[src/design/gb_pkg.sv]
// ----------------------------------------------------------------------------
// gb_pkg: shared types and constants for the glyph blitter
// Field widths, register map, opcodes, sequencer states and the glyph entry.
// ----------------------------------------------------------------------------
`timescale 1ns / 1ps

package gb_pkg;

    localparam int PITCH_W = 13;
    localparam int LOG2_W  = 4;
    localparam int SHIFT_W = 3;
    localparam int BASE_W  = 8;
    localparam int CODE_W  = 8;
    localparam int GPOS_W  = 8;
    localparam int SIDE_W  = 4;
    localparam int ADV_W   = 6;
    localparam int APIX_W  = 16;
    localparam int PIX_W   = 8;
    localparam int POS_W   = 12;
    localparam int PADDR_W = 4;
    localparam int PDATA_W = 32;

    localparam logic [PITCH_W-1:0] PITCH_RST = PITCH_W'(320);
    localparam logic [LOG2_W-1:0]  LOG2_RST  = LOG2_W'(8);
    localparam logic [SHIFT_W-1:0] SHIFT_RST = '0;
    localparam logic [BASE_W-1:0]  BASE_RST  = '0;

    typedef enum logic [1:0] {
        REG_DEST_PITCH  = 2'd0,
        REG_ATLAS_LOG2  = 2'd1,
        REG_COLOR_SHIFT = 2'd2,
        REG_COLOR_BASE  = 2'd3
    } reg_idx_t;

    typedef enum logic [1:0] {
        OP_LOAD_GLYPH = 2'd0,
        OP_LOAD_PIXEL = 2'd1,
        OP_SET_CURSOR = 2'd2,
        OP_DRAW       = 2'd3
    } op_t;

    typedef enum logic [1:0] {
        ST_IDLE,
        ST_LOOKUP,
        ST_DRAW,
        ST_ADVANCE
    } st_t;

    typedef struct packed {
        logic [PITCH_W-1:0] dest_pitch;
        logic [LOG2_W-1:0]  atlas_width_log2;
        logic [SHIFT_W-1:0] color_shift;
        logic [BASE_W-1:0]  color_base;
    } cfg_t;

    typedef struct packed {
        logic [GPOS_W-1:0] gx;
        logic [GPOS_W-1:0] gy;
        logic [SIDE_W-1:0] gw;
        logic [SIDE_W-1:0] gh;
        logic [ADV_W-1:0]  adv;
    } glyph_t;

endpackage

[src/design/gb_cfg_regs.sv]
// ----------------------------------------------------------------------------
// gb_cfg_regs: APB register file
// Holds pitch, atlas width log2, color shift and color base.
// ----------------------------------------------------------------------------
`timescale 1ns / 1ps

module gb_cfg_regs import gb_pkg::*;
(
    input  logic               clk,
    input  logic               rst_n,
    input  logic               psel,
    input  logic               penable,
    input  logic               pwrite,
    input  logic [PADDR_W-1:0] paddr,
    input  logic [PDATA_W-1:0] pwdata,
    output logic [PDATA_W-1:0] prdata,
    output cfg_t               cfg
);

    cfg_t     cfg_reg;
    cfg_t     cfg_next;
    reg_idx_t idx;
    logic     wr;

    assign idx = reg_idx_t'(paddr[PADDR_W-1:2]);
    assign wr  = psel && penable && pwrite;
    assign cfg = cfg_reg;

    always_comb
    begin
        cfg_next = cfg_reg;
        if (wr)
        begin
            case (idx)
                REG_DEST_PITCH:  cfg_next.dest_pitch       = pwdata[PITCH_W-1:0];
                REG_ATLAS_LOG2:  cfg_next.atlas_width_log2 = pwdata[LOG2_W-1:0];
                REG_COLOR_SHIFT: cfg_next.color_shift      = pwdata[SHIFT_W-1:0];
                REG_COLOR_BASE:  cfg_next.color_base       = pwdata[BASE_W-1:0];
                default:         cfg_next = cfg_reg;
            endcase
        end
    end

    always_comb
    begin
        case (idx)
            REG_DEST_PITCH:  prdata = PDATA_W'(cfg_reg.dest_pitch);
            REG_ATLAS_LOG2:  prdata = PDATA_W'(cfg_reg.atlas_width_log2);
            REG_COLOR_SHIFT: prdata = PDATA_W'(cfg_reg.color_shift);
            REG_COLOR_BASE:  prdata = PDATA_W'(cfg_reg.color_base);
            default:         prdata = '0;
        endcase
    end

    always_ff @(posedge clk or negedge rst_n)
    begin
        if (!rst_n)
        begin
            cfg_reg.dest_pitch       <= PITCH_RST;
            cfg_reg.atlas_width_log2 <= LOG2_RST;
            cfg_reg.color_shift      <= SHIFT_RST;
            cfg_reg.color_base       <= BASE_RST;
        end
        else
        begin
            cfg_reg <= cfg_next;
        end
    end

endmodule

[config.mk]
export PLATFORM = sky130hd
export DESIGN_NAME = gb_cfg_regs
export DESIGN_NICKNAME = d
export VERILOG_FILES = /design/src/design/gb_pkg.sv /design/src/design/gb_cfg_regs.sv
export SDC_FILE = /design/constraint.sdc
export NUM_CORES = 1
export LEC_CHECK = 0
export BUFFER_PORTS_ARGS = -buffer_cell sky130_fd_sc_hd__buf_2
export CAP_MARGIN = 0
export CELL_PAD_IN_SITES_DETAIL_PLACEMENT = 0
export CELL_PAD_IN_SITES_GLOBAL_PLACEMENT = 1
export CORE_AREA = 2 2 74 76
export DETAILED_ROUTE_END_ITERATION = 10
export DIE_AREA = 0 0 76 78
export HOLD_SLACK_MARGIN = 0.02
export PLACE_DENSITY = 0.75
export SLEW_MARGIN = 25
export SYNTH_ARGS = -nofsm -noshare
export SYNTH_HDL_FRONTEND = slang
export SYNTH_SLANG_ARGS = --single-unit
[constraint.sdc]
create_clock -name clk -period 1.6 [get_ports clk]
set_clock_uncertainty 0.2 [all_clocks]
set_input_delay 0.32 -clock clk [delete_from_list [all_inputs] [get_ports clk]]
set_output_delay 0.32 -clock clk [all_outputs]
set_load 0.01 [all_outputs]
==> run_summary.xml <==
<?xml version="1.0" encoding="UTF-8"?>
<metrics>
  <group name="worst_setup_path">
    <metric name="worst-path-max-fanout" unit="">3</metric>
    <metric name="endpoint_kind" unit="">output pin</metric>
    <metric name="arrival" unit="ns">1.29</metric>
    <metric name="critical_path_required" unit="ns">1.08</metric>
    <metric name="cp-start-kind" unit="">flop</metric>
    <metric name="worstSetupPathType" unit="">reg2out</metric>
  </group>
  <group name="synth">
    <metric name="synth_cells" unit="">103</metric>
    <metric name="yosys_warnings" unit="">0</metric>
    <metric name="synth.yosys.seq_area_share" unit="">0.478</metric>
    <metric name="synth.avg_cell_area" unit="µm²">14.3</metric>
    <metric name="synthesis.area" unit="µm²">1470</metric>
    <metric name="ys_seq_elements" unit="">28</metric>
    <metric name="number_of_distinct_standard_cells_referenced_by_the_synthesized_netlist" unit="">19</metric>
  </group>
  <group name="sta">
    <metric name="timing.final.ws_setup" unit="ns">-0.210</metric>
    <metric name="hold_ws" unit="ns">0.0729</metric>
    <metric name="setup_viol" unit="">4</metric>
    <metric name="max_freq" unit="MHz">553</metric>
    <metric name="drv_slew" unit="">0</metric>
    <metric name="timing.final.crit_period" unit="ns">1.81</metric>
    <metric name="totalNegativeSetupSlack" unit="ns">-0.704</metric>
    <metric name="fin_crit_sh" unit="">1.13</metric>
    <metric name="rsz0062_at_grt" unit="">yes</metric>
    <metric name="finalHoldViolCount" unit="">0</metric>
  </group>
  <group name="power">
    <metric name="p_leak" unit="µW">0.00110</metric>
    <metric name="report.power.total" unit="µW">2310</metric>
    <metric name="worst_ir_drop_vdd" unit="V">0.000422</metric>
    <metric name="pd_cells" unit="nW/µm²">1080</metric>
  </group>
  <group name="floorplanning">
    <metric name="design.core.area" unit="µm²">5040</metric>
    <metric name="pin_count" unit="">101</metric>
    <metric name="die-height" unit="µm">78</metric>
    <metric name="floorplan.initialDensity" unit="">0.292</metric>
    <metric name="die_w" unit="µm">76</metric>
    <metric name="die-area" unit="µm²">5930</metric>
    <metric name="placementRows" unit="">26</metric>
  </group>
  <group name="place">
    <metric name="gp_congestion" unit="">0.684</metric>
    <metric name="port_buffers" unit="">60</metric>
    <metric name="placement.setup.worst_slack" unit="ns">-0.211</metric>
    <metric name="post-dp-hpwl" unit="µm">2450</metric>
  </group>
  <group name="grt">
    <metric name="grt_antenna_before_repair" unit="">0</metric>
    <metric name="gr-max-usage-layer" unit="">met2</metric>
    <metric name="grt_pass1_vias" unit="">1122</metric>
    <metric name="grt.total_usage" unit="">0.119</metric>
    <metric name="global_route.usage.met2" unit="">0.191</metric>
    <metric name="grt_start_max_net_pins" unit="">29</metric>
    <metric name="grt_first_pass_wirelength" unit="µm">5600</metric>
    <metric name="grt.overflow.total" unit="">0</metric>
    <metric name="groute.layer.met3.usage" unit="">0.0360</metric>
    <metric name="gr-usage-met1" unit="">0.154</metric>
  </group>
  <group name="finish">
    <metric name="syn2layout_area_growth" unit="%">44.4</metric>
    <metric name="nets" unit="">232</metric>
    <metric name="post_route_cells_drive_above_1_share" unit="">0.705</metric>
    <metric name="n_antenna_cell" unit="">0</metric>
    <metric name="largest_reg_flops" unit="">28</metric>
    <metric name="fillerInstances" unit="">475</metric>
  </group>
  <group name="flow_run">
    <metric name="max_cap_viol" unit="">0</metric>
  </group>
  <group name="clock_tree">
    <metric name="clkTransAtPathRegs" unit="ns">0.10</metric>
    <metric name="clockBufferDepth" unit="">2</metric>
    <metric name="tritoncts" unit="">done</metric>
    <metric name="tritoncts.num_buffers" unit="">3</metric>
    <metric name="htree_levels" unit="">1</metric>
    <metric name="clock_insertion_delay_worst_skew" unit="ns">0.27</metric>
    <metric name="cts.sinks" unit="">28</metric>
    <metric name="clk_root_buffer_cell" unit="">sky130_fd_sc_hd__clkbuf_8</metric>
  </group>
  <group name="detailed_routing">
    <metric name="route.antenna.remaining_nets" unit="">0</metric>
    <metric name="post-route-drc-count" unit="">0</metric>
    <metric name="avgRoutedWirePerCell" unit="µm">13.5</metric>
    <metric name="dr.pass1.iters" unit="">4</metric>
    <metric name="routed_wl" unit="µm">3520</metric>
    <metric name="first_iter_violations" unit="">22</metric>
    <metric name="routed-via-count" unit="">1089</metric>
    <metric name="via_per_inst" unit="">4.19</metric>
  </group>
  <group name="status">
    <metric name="status" unit="">finished with violations</metric>
    <metric name="failed_checks" unit="">setup timing</metric>
  </group>
  <group name="min_path">
    <metric name="timing.hold.worst.class" unit="">in2reg</metric>
  </group>
</metrics>
cell type report:
cell class                      instances  area (µm²)  share of cell area
Tap cell                               70        87.6              0.0412
Sequential cell                        28         704               0.331
Clock buffer                            4        55.1              0.0259
Inverter                                1        3.75             0.00176
Timing Repair Buffer                   88         617               0.290
Multi-Input combinational cell         69         659               0.310
where the power goes:
group	switching [µW]	total, µW	internal [µW]
Clock	221	442	220
Sequential	118	1000	885
Combinational	358	861	503
repair_timing:
item	in CTS	in global routing
endpoints found under the setup margin	13	14
buffers inserted	7	4
hold buffers	1	0
resized for setup	12	16
hold endpoints to repair	25	0
pin swaps	5	2
placed cells by master (no fill, tap or decap), drive strengths merged:
| cell | instances |
|---|---|
| or2 | 1 |
| mux4 | 3 |
| buf | 87 |
| a22o | 4 |
| inv | 1 |
| nand3 | 1 |
| nand4 | 1 |
| nor2 | 2 |
| clkbuf | 4 |
| dfstp | 3 |
| nor3 | 2 |
| o2bb2ai | 1 |
| mux2 | 28 |
| mux2i | 1 |
| dlygate4sd3 | 1 |
| dfrtp | 25 |
| conb | 19 |
| and2 | 6 |
metrics by stage:
step / util / cell area [µm²] / std cells
5_1_grt: 0.422 / 2130 / 260
3_5_place_dp: 0.375 / 1890 / 244
3_3_place_gp: 0.375 / 1890 / 244
2_1_floorplan: - / 1540 / 121
4_1_cts: 0.401 / 2020 / 256
6_report: 0.422 / 2130 / 260
logic make-up (layout without fill, tap and decap cells):
| group | count (synthesis) | in the layout | synth area share |
|---|---|---|---|
| buffers and inverters | 24 | 93 | 0.127 |
| multiplexers | 32 | 32 | 0.295 |
| AO/OA/AOI/OAI | 5 | 5 | 0.0297 |
| flip-flops | 28 | 28 | 0.478 |
| AND/OR/NAND/NOR | 13 | 13 | 0.0671 |
| other | 1 | 19 | 0.00255 |
cells in the mapped netlist:
master                      instances  share of area
sky130_fd_sc_hd__nor3_1             1         0.0034
sky130_fd_sc_hd__nand4_4            1          0.014
sky130_fd_sc_hd__buf_6              3          0.023
sky130_fd_sc_hd__o2bb2ai_1          1         0.0059
sky130_fd_sc_hd__conb_1             1         0.0025
sky130_fd_sc_hd__mux2_2            20           0.15
sky130_fd_sc_hd__mux2_4             8          0.082
sky130_fd_sc_hd__mux2i_1            1         0.0068
sky130_fd_sc_hd__mux4_1             3          0.054
sky130_fd_sc_hd__nand3_1            1         0.0034
sky130_fd_sc_hd__dfrtp_1           25           0.42
sky130_fd_sc_hd__and2_1             6          0.025
sky130_fd_sc_hd__nor2_1             2         0.0051
sky130_fd_sc_hd__or2_1              1         0.0043
sky130_fd_sc_hd__nor3_4             1          0.011
sky130_fd_sc_hd__inv_1              1         0.0025
sky130_fd_sc_hd__buf_4             20           0.10
sky130_fd_sc_hd__dfstp_2            3          0.054
sky130_fd_sc_hd__a22o_1             4          0.024
metal layers:
metal | share of wire | vias to the layer above | routed length (µm)
li1 | - | 504 | -
met1 | 0.46 | 520 | 1620
met2 | 0.44 | 61 | 1540
met3 | 0.092 | 4 | 324
met4 | 0.0099 | 0 | 35
met5 | 0 | - | 0
path summary, 6_finish.rpt:
kind / from / to / slack (ns) / cells after the start
worst max-delay path: cfg[15] / prdata[0] / -0.21 / 2
worst min-delay path: pwdata[11] / cfg[26] / 0.07 / 2
worst max register to register: cfg[12] / cfg[12] / 0.37 / 3
worst min register to register: cfg[18] / cfg[18] / 0.34 / 1
max in group asynchronous: rst_n / cfg[14] / 0.51 / 3
min in group asynchronous: rst_n / cfg[4] / 0.37 / 3
worst max-delay path, stage by stage (launching register included):
cell and delay [ns]:
sky130_fd_sc_hd__dfrtp_1 0.41, sky130_fd_sc_hd__mux4_2 0.47, sky130_fd_sc_hd__buf_6 0.14
No activity file was read; power rests on OpenSTA's default activity.
