### src/design/gb_pkg.sv
// ----------------------------------------------------------------------------
// gb_pkg: shared types and constants for the glyph blitter
// Field widths, register map, opcodes, sequencer states and the glyph entry.
// ----------------------------------------------------------------------------
`timescale 1ns / 1ps

package gb_pkg;

    localparam int PITCH_W = 13;
    localparam int LOG2_W  = 4;
    localparam int SHIFT_W = 3;
    localparam int BASE_W  = 8;
    localparam int CODE_W  = 8;
    localparam int GPOS_W  = 8;
    localparam int SIDE_W  = 4;
    localparam int ADV_W   = 6;
    localparam int APIX_W  = 16;
    localparam int PIX_W   = 8;
    localparam int POS_W   = 12;
    localparam int PADDR_W = 4;
    localparam int PDATA_W = 32;

    localparam logic [PITCH_W-1:0] PITCH_RST = PITCH_W'(320);
    localparam logic [LOG2_W-1:0]  LOG2_RST  = LOG2_W'(8);
    localparam logic [SHIFT_W-1:0] SHIFT_RST = '0;
    localparam logic [BASE_W-1:0]  BASE_RST  = '0;

    typedef enum logic [1:0] {
        REG_DEST_PITCH  = 2'd0,
        REG_ATLAS_LOG2  = 2'd1,
        REG_COLOR_SHIFT = 2'd2,
        REG_COLOR_BASE  = 2'd3
    } reg_idx_t;

    typedef enum logic [1:0] {
        OP_LOAD_GLYPH = 2'd0,
        OP_LOAD_PIXEL = 2'd1,
        OP_SET_CURSOR = 2'd2,
        OP_DRAW       = 2'd3
    } op_t;

    typedef enum logic [1:0] {
        ST_IDLE,
        ST_LOOKUP,
        ST_DRAW,
        ST_ADVANCE
    } st_t;

    typedef struct packed {
        logic [PITCH_W-1:0] dest_pitch;
        logic [LOG2_W-1:0]  atlas_width_log2;
        logic [SHIFT_W-1:0] color_shift;
        logic [BASE_W-1:0]  color_base;
    } cfg_t;

    typedef struct packed {
        logic [GPOS_W-1:0] gx;
        logic [GPOS_W-1:0] gy;
        logic [SIDE_W-1:0] gw;
        logic [SIDE_W-1:0] gh;
        logic [ADV_W-1:0]  adv;
    } glyph_t;

endpackage

### src/design/gb_mac.sv
// ----------------------------------------------------------------------------
// gb_mac: shared multiply-add unit
// y = a * b + c, wrapped to ADDR_BITS; serves cursor set, row step and
// cursor advance.
// ----------------------------------------------------------------------------
`timescale 1ns / 1ps

module gb_mac import gb_pkg::*;
#(
    parameter int ADDR_BITS = 24
)
(
    input  logic [PITCH_W-1:0]   a,
    input  logic [POS_W-1:0]     b,
    input  logic [ADDR_BITS-1:0] c,
    output logic [ADDR_BITS-1:0] y
);

    localparam int PROD_W = PITCH_W + POS_W;
    localparam int SUM_W  = ((ADDR_BITS > PROD_W) ? ADDR_BITS : PROD_W) + 1;

    logic [PROD_W-1:0] prod;
    logic [SUM_W-1:0]  sum;

    assign prod = PROD_W'(a) * PROD_W'(b);
    assign sum  = SUM_W'(prod) + SUM_W'(c);
    assign y    = sum[ADDR_BITS-1:0];

endmodule

### config.mk
export PLATFORM = sky130hd
export DESIGN_NAME = gb_mac
export DESIGN_NICKNAME = d
export VERILOG_FILES = /design/src/design/gb_pkg.sv /design/src/design/gb_mac.sv
export SDC_FILE = /design/constraint.sdc
export NUM_CORES = 1
export LEC_CHECK = 0
export BUFFER_PORTS_ARGS = -buffer_cell sky130_fd_sc_hd__buf_2
export CAP_MARGIN = 0
export CORE_MARGIN = 3
export CORE_UTILIZATION = 50
export DETAILED_ROUTE_END_ITERATION = 8
export GPL_TIMING_DRIVEN = 0
export PLACE_DENSITY = 0.79
export SLEW_MARGIN = 20
export SYNTH_ARGS = -nofsm -noshare
export SYNTH_HDL_FRONTEND = slang
export SYNTH_SLANG_ARGS = --single-unit
export TNS_END_PERCENT = 30
### constraint.sdc
create_clock -name vclk -period 12.44
set_clock_uncertainty 0.15 [all_clocks]
set_input_delay 1.866 -clock vclk [all_inputs]
set_output_delay 1.866 -clock vclk [all_outputs]
set_load 0.01 [all_outputs]
==> results of run 1 <==
[cells in the final DEF (no fill, tap or decap)]
cell type  Yosys  final
nand3_1        7      7
a311o_1        1      1
a311oi_1       1      1
or4_1          1      1
and2_1        87     87
xor2_1         9      9
and3_1         2      2
clkbuf_1      26     26
xnor2_1       13     13
a221oi_2       2      2
fa_1         131    131
nor3b_1        1      1
a211oi_1       2      2
a31oi_1        1      1
a41o_1         1      1
buf_2          0     73
o31ai_1        2      2
inv_1        200    200
o21ai_0        5      5
nand2_1       83     83
o21a_1         1      1
a41oi_1        1      1
nand4_1        2      2
o21ai_2        1      1
nor2_1         9      9
a21oi_1       12     12
nor3_1         2      2
or3_1          1      1
o311ai_0       1      1
o31a_1         1      1
nand2b_1       3      3
and3b_1        1      1
a21boi_0       2      2
ha_1          60     60
o211ai_1       2      2
o21bai_1       2      2
a21o_1         4      4
[cells in the mapped netlist]
library cell | count | area [µm²]
a21o_1 | 4 | 30.0
or3_1 | 1 | 6.26
ha_1 | 60 | 751
or4_1 | 1 | 7.51
o21a_1 | 1 | 7.51
nor3_1 | 2 | 10.0
o31ai_1 | 2 | 15.0
a21oi_1 | 12 | 60.1
o31a_1 | 1 | 8.76
and2_1 | 87 | 544
o21ai_0 | 5 | 25.0
a21boi_0 | 2 | 15.0
nor3b_1 | 1 | 7.51
o21ai_2 | 1 | 8.76
o311ai_0 | 1 | 8.76
a41oi_1 | 1 | 8.76
a31oi_1 | 1 | 6.26
and3_1 | 2 | 12.5
nand2_1 | 83 | 312
and3b_1 | 1 | 8.76
a311oi_1 | 1 | 8.76
inv_1 | 200 | 751
a221oi_2 | 2 | 30.0
a41o_1 | 1 | 10.0
xor2_1 | 9 | 78.8
fa_1 | 131 | 2620
o21bai_1 | 2 | 15.0
o211ai_1 | 2 | 15.0
xnor2_1 | 13 | 114
nand4_1 | 2 | 12.5
nand3_1 | 7 | 35.0
a311o_1 | 1 | 10.0
nand2b_1 | 3 | 18.8
clkbuf_1 | 26 | 97.6
a211oi_1 | 2 | 15.0
nor2_1 | 9 | 33.8
[through the flow]
step	hold WS, ns	utilization, %	std cells	setup slack [ns]
final	3.89	56.8	893	3.03
after global routing	3.91	56.8	893	2.71
after CTS	3.89	56.8	893	3.00
after detailed placement	3.89	56.8	893	3.01
after global placement	3.89	56.8	893	3.07
after floorplan	3.73	-	680	3.89
[cell type report]
type	count	area (µm²)	share of cell area (%)
plain buffers	26	97.6	1.56
inverters	200	751	12.0
repair buffers	73	365	5.84
well taps	140	175	2.80
multi-input cells	454	4870	77.8
[per-layer routing]
metal	wire length (µm)	vias to the layer above
li1	-	2115
met2	6310	144
met5	0	-
met4	509	0
met3	697	30
met1	4990	2171
[worst paths after layout]
check,cells past startpoint,end
max,20,y[23]
min,3,y[0]
[kinds of logic after synthesis]
| group | Yosys count | share of synthesized area, % |
|---|---|---|
| buffers and inverters | 226 | 14.8 |
| and+or+nand+nor | 199 | 17.6 |
| adders and majority gates | 191 | 59.0 |
| AOI/OAI and AO/OA | 42 | 5.21 |
| xor gates and xnor gates | 22 | 3.37 |
==> results.txt, run 1 <==
- The filler cells instantiated in the layout total 1019.
- Entering global routing, the biggest net connects 11 pins.
- The post-route netlist has 10.1% of its cells at a drive strength greater than 1.
- Across every metal layer, demand over resource in global routing totals 20.6%.
- Max-capacitance violation count: 0
- Remaining global-route overflow: 0
- Start point of the critical path: a[8]
- From synthesis to final layout, the design area changed by 9.45%.
* Number of gates resized after CTS: 0
- The design has 0 sequential cells.
- Met2 GRT Util: 35.4%
- Yosys mapped the design onto 36 distinct sky130hd cell types.
- Cell Area, Placed: 6260 µm²
- Horizontal extent of the die: 113 µm
- Crit path max fanout: 10
- The number of setup buffers added after CTS is 0.
- For met3 alone, demand over resource in global routing was 1.87%.
- Starting utilization of the core area: 51.9%
- The detail route stage leaves a number of antenna-violating nets equal to 0.
* Global routing usage on met1: 27.3%
- For the final routed database, the setup TNS stands at 0 ns.
* Port Buffers: 73
- Setup violations remaining at the end of the flow were counted as 0.
- I/O pin count: 73
- Measured along the y axis, the die boundary spans 113 µm.
- The run finished with clean final reports.
- In this run the standard cell core region covers 11000 µm².
- In the final design database the tool counted 995 nets.
* WP buf/inv: 7
- STA classifies the critical path startpoint as an input port.
* Number of global-route vias before repair: 4695
* Number of design rule violations left after detail routing: 0
- Cell area after synthesis: 5720 µm²
* Class of the most critical hold timing path: input port to output pin
- After detailed routing, the number of vias per cell comes to 4.99.
- Cell-by-cell trace of the critical path: buf_2 -> clkbuf_1 -> and2_1 -> fa_1 -> inv_1 -> fa_1 -> inv_1 -> fa_1 -> fa_1 -> inv_1 -> fa_1 -> inv_1 -> ha_1 -> and3_1 -> a221oi_2 -> o21ai_2 -> a41o_1 -> a221oi_2 -> xnor2_1 -> buf_2
* Required time at the endpoint of the critical path: 10.42 ns
- After layout, the clock buffer instance count stands at 0.
* GPL Wtd Cong: 0.896
- Static timing analysis puts the maximum clock frequency at 0.106 GHz.
- In this run the core area contains 38 standard-cell rows.
- Worst endpoint data arrival time: 7.40 ns
* Initial antenna violation count: 0
- Final worst-path cycle share: 75.7%
- Die ar.: 12800 µm²
- Routed vias: 4460
* Average wire length per cell after detail routing: 14.0 µm
* Mean area per synthesized cell: 8.41 µm²
* Setup repair after global routing missed its margin: no
- Hold-fix buffers, CTS: 0
- On the critical path the largest part of the delay comes from adder cells.
- The worst hold path begins at c[0].
- Synthesis produced a netlist with a net count of 920.
* Yosys warnings: 0
* Length of the first detailed-routing pass in iterations: 5
- The finished cells cover 6260 µm².
* Cell occurring most often along the worst timing path: fa_1
- The number of hold-slack violations in the final timing report came to 0.
* Share of synthesized area occupied by flip-flops and latches: 0%
- The critical path in this run is classified as input port to output pin.
- Headroom to the max-slew limit: 62.3%
* Detailed Route Iter0 Violations: 184
* Final worst path period need: 9.41 ns
- Sequential cell area: 0 µm²
- Cell at the slowest stage of the critical path: fa_1
- Cell count after synthesis: 680
* Maximum single-stage delay on the critical path: 0.55 ns
- For the pin with the worst max-slew slack, the measured transition is 0.565 ns.
- The final number of max-transition violations came to 0.
* Busiest grt layer: met2
- For this block, the routed nets add up to 12500 µm of wire.
* Post-detailed-placement half-perimeter wirelength: 11400 µm
* Crit. End Element: output pin
* Diodes inserted: 0
* Wire length of the first global-routing pass: 21600 µm
Power of run 1 is not shown: default switching activity piles up to over one toggle a cycle in this logic, so the estimate is an artifact.
==> run 2: changes to the inputs <==
Settings changed: PLACE_DENSITY 0.79 to 0.82.
Clock period 12.44 ns to 8.6 ns, I/O delays scaled along.
==> run 2 against run 1 <==
Die area is the same; setup slack worse by 2.5 ns; utilization stayed put; non-clock buffer count is the same; sequential share of layout area is the same; flip-flop and latch count is the same; final cell count did not move; via count rose by 1.0%; wire length is 1.3% higher; cell area unchanged; first-iteration DRC count is 8.2% lower; critical path depth is the same; critical endpoint unchanged.
==> results.txt, run 2 (synthesis gave the netlist of run 1 again) <==
- Final core occ: 56.8% (unchanged)
- Setup repair after global routing missed its margin: no (unchanged)
- Remaining global-route overflow: 0 (unchanged)
- Status: finished, final reports clean (unchanged).
- The final number of max-transition violations was 0 (unchanged).
- Sequential cell area: 0 µm² (unchanged)
* I/O pin count: 73 (unchanged)
- Count of clock buffers in the final design: 0 (unchanged)
- Length of the first detailed-routing pass in iterations: 5 (unchanged)
- Wire length of the first global-routing pass: 21300 µm (was 21600 µm)
- The category of the critical setup timing path was input port to output pin (unchanged).
* Least-Margin Pin Slew: 0.516 ns (was 0.565 ns)
* Placeable core area: 11000 µm² (unchanged)
* Starting utilization of the core area: 51.9% (unchanged)
- Count of buffers added by post-CTS timing repair for setup: 0 (unchanged)
- Crit path max fanout: 10 (unchanged)
* Total area of multi-input combinational cells: 4870 µm² (unchanged)
- The remaining max-slew budget at the tightest pin is 65.6% (was 62.3%).
- DP Worst Slack: 0.520 ns (was 3.01 ns)
* Die outline height: 113 µm (unchanged)
- Most used cells in the layout excluding fill and tap cells: 200 x inv_1, 131 x fa_1, 87 x and2_1, 83 x nand2_1, 73 x buf_2 (unchanged).
- Drt via density: 5.05 (was 4.99)
* Layout overhead on the synthesized area: 9.45% (unchanged)
- The total of endpoints with negative setup slack in the final report was 0 (unchanged).
- The maximum number of pins on one net before global-route repair is 11 (unchanged).
- The delay of the slowest critical-path stage was 0.54 ns (was 0.55 ns).
- Number of hold-slack violations in the final timing report: 0 (unchanged)
* Final worst path period need: 8.12 ns
- Detailed Route Iter0 Violations: 169 (was 184)
- The number of diodes is 0 (unchanged).
- The post-layout instance area is 6260 µm² (unchanged).
- The hold path startpoint was c[0] (unchanged).
* GPL Wtd Cong: 0.870 (was 0.896)
- The HPWL after detailed placement was 11400 µm (about the same).
- The leading cell type in the layout, fill and taps excluded is inv_1 (unchanged).
- Required time at the endpoint of the critical path: 7.16 ns (was 10.42 ns)
- Worst endpoint data arrival time: 6.68 ns (was 7.40 ns)
- For this run, the top clock speed supported by timing is 0.123 GHz.
- Number of gates resized after CTS: 0 (unchanged)
- Met2 WL post-DR: 6790 µm (was 6310 µm)
* Fillers: 1025 (was 1019)
* Initial antenna violation count: 0 (unchanged)
- The most repeated library cell on the critical path was fa_1 (unchanged).
- The total number of vias is 4506 (was 4460).
- The final worst slack came to 0.480 ns (was 3.03 ns).
* Number of design rule violations left after detail routing: 0 (unchanged)
- The detail-routed net length per standard cell came to 14.2 µm (was 14.0 µm).
- Fraction of layout instances using a drive strength above 1: 10.1% (unchanged)
- Of the available clock period, the critical path in the final layout requires 94.4%.
- Count of standard-cell rows: 38 (unchanged)
- The count of port buffers added during placement is 73 (unchanged).
* Top layer in use: met4 (unchanged)
- Number of nets in the final layout: 995 (unchanged)
- The nature of the critical path endpoint was an output pin (unchanged).
- Post-route met1 wirelength: 4940 µm (was 4990 µm)
- Sequential cell count: 0 (unchanged)
- Hold-fix buffers, CTS: 0 (unchanged)
- The instance area after placement came to 6260 µm² (unchanged).
- Routed met3 length: 803 µm (was 697 µm)
- Class of the most critical hold timing path: input port to output pin (unchanged)
* Horizontal extent of the die: 113 µm (unchanged)
* Cell-by-cell trace of the critical path: buf_2 -> clkbuf_1 -> and2_1 -> fa_1 -> inv_1 -> fa_1 -> inv_1 -> fa_1 -> fa_1 -> inv_1 -> fa_1 -> inv_1 -> ha_1 -> and3_1 -> a221oi_2 -> o21ai_2 -> a41o_1 -> a221oi_2 -> xnor2_1 -> buf_2 (unchanged)
- The final wirelength is 12700 µm (was 12500 µm).
* Cell at the slowest stage of the critical path: fa_1 (unchanged)
* Die ar.: 12800 µm² (unchanged)
- The number of global-route vias before repair is 4631 (was 4695).
- Remaining number of nets flagged by the antenna check after routing: 0 (unchanged)
- The setup TNS after final layout came to 0 ns (unchanged).
- Max-capacitance violation count: 0 (unchanged)
- Start point of the critical path: a[8] (unchanged)
- Nature of the critical path startpoint: input port (unchanged)
* GRT Resource Usage Total: 20.3% (was 20.6%)
run 2: final timing paths:
kind / to / slack, ns / depth (start not counted)
worst max-delay path: y[23] / 0.48 / 20
worst min-delay path: y[0] / 2.73 / 3
run 2: layout make-up:
cell class	count	share of cell area, %
inverter	200	12.0
timing repair buffer	73	5.84
tap	140	2.80
buffer	26	1.56
multi-input combinational	454	77.8
run 2: worst max-delay path, delay by kind of cell:
kind | cells | cell delay [ns]
simple gates | 2 | 0.46
xor+xnor | 1 | 0.16
fa+ha+maj | 6 | 2.89
compound gates | 4 | 1.16
buf+inv | 7 | 0.73
run 2: routing by layer:
metal  up-vias  global-route usage [%]
met1      2206                    27.5
met3        18                    1.07
met4         0                    1.76
li1       2109                       -
met2       173                    37.5
met5         -                       0
run 2: metrics by stage:
| stage | hold slack (ns) | std cells |
|---|---|---|
| after floorplan | 2.58 | 680 |
| after global placement | 2.74 | 893 |
| after detailed placement | 2.74 | 893 |
| after CTS | 2.74 | 893 |
| after global routing | 2.76 | 893 |
| final | 2.73 | 893 |
Power of run 2 is left out for the same reason.
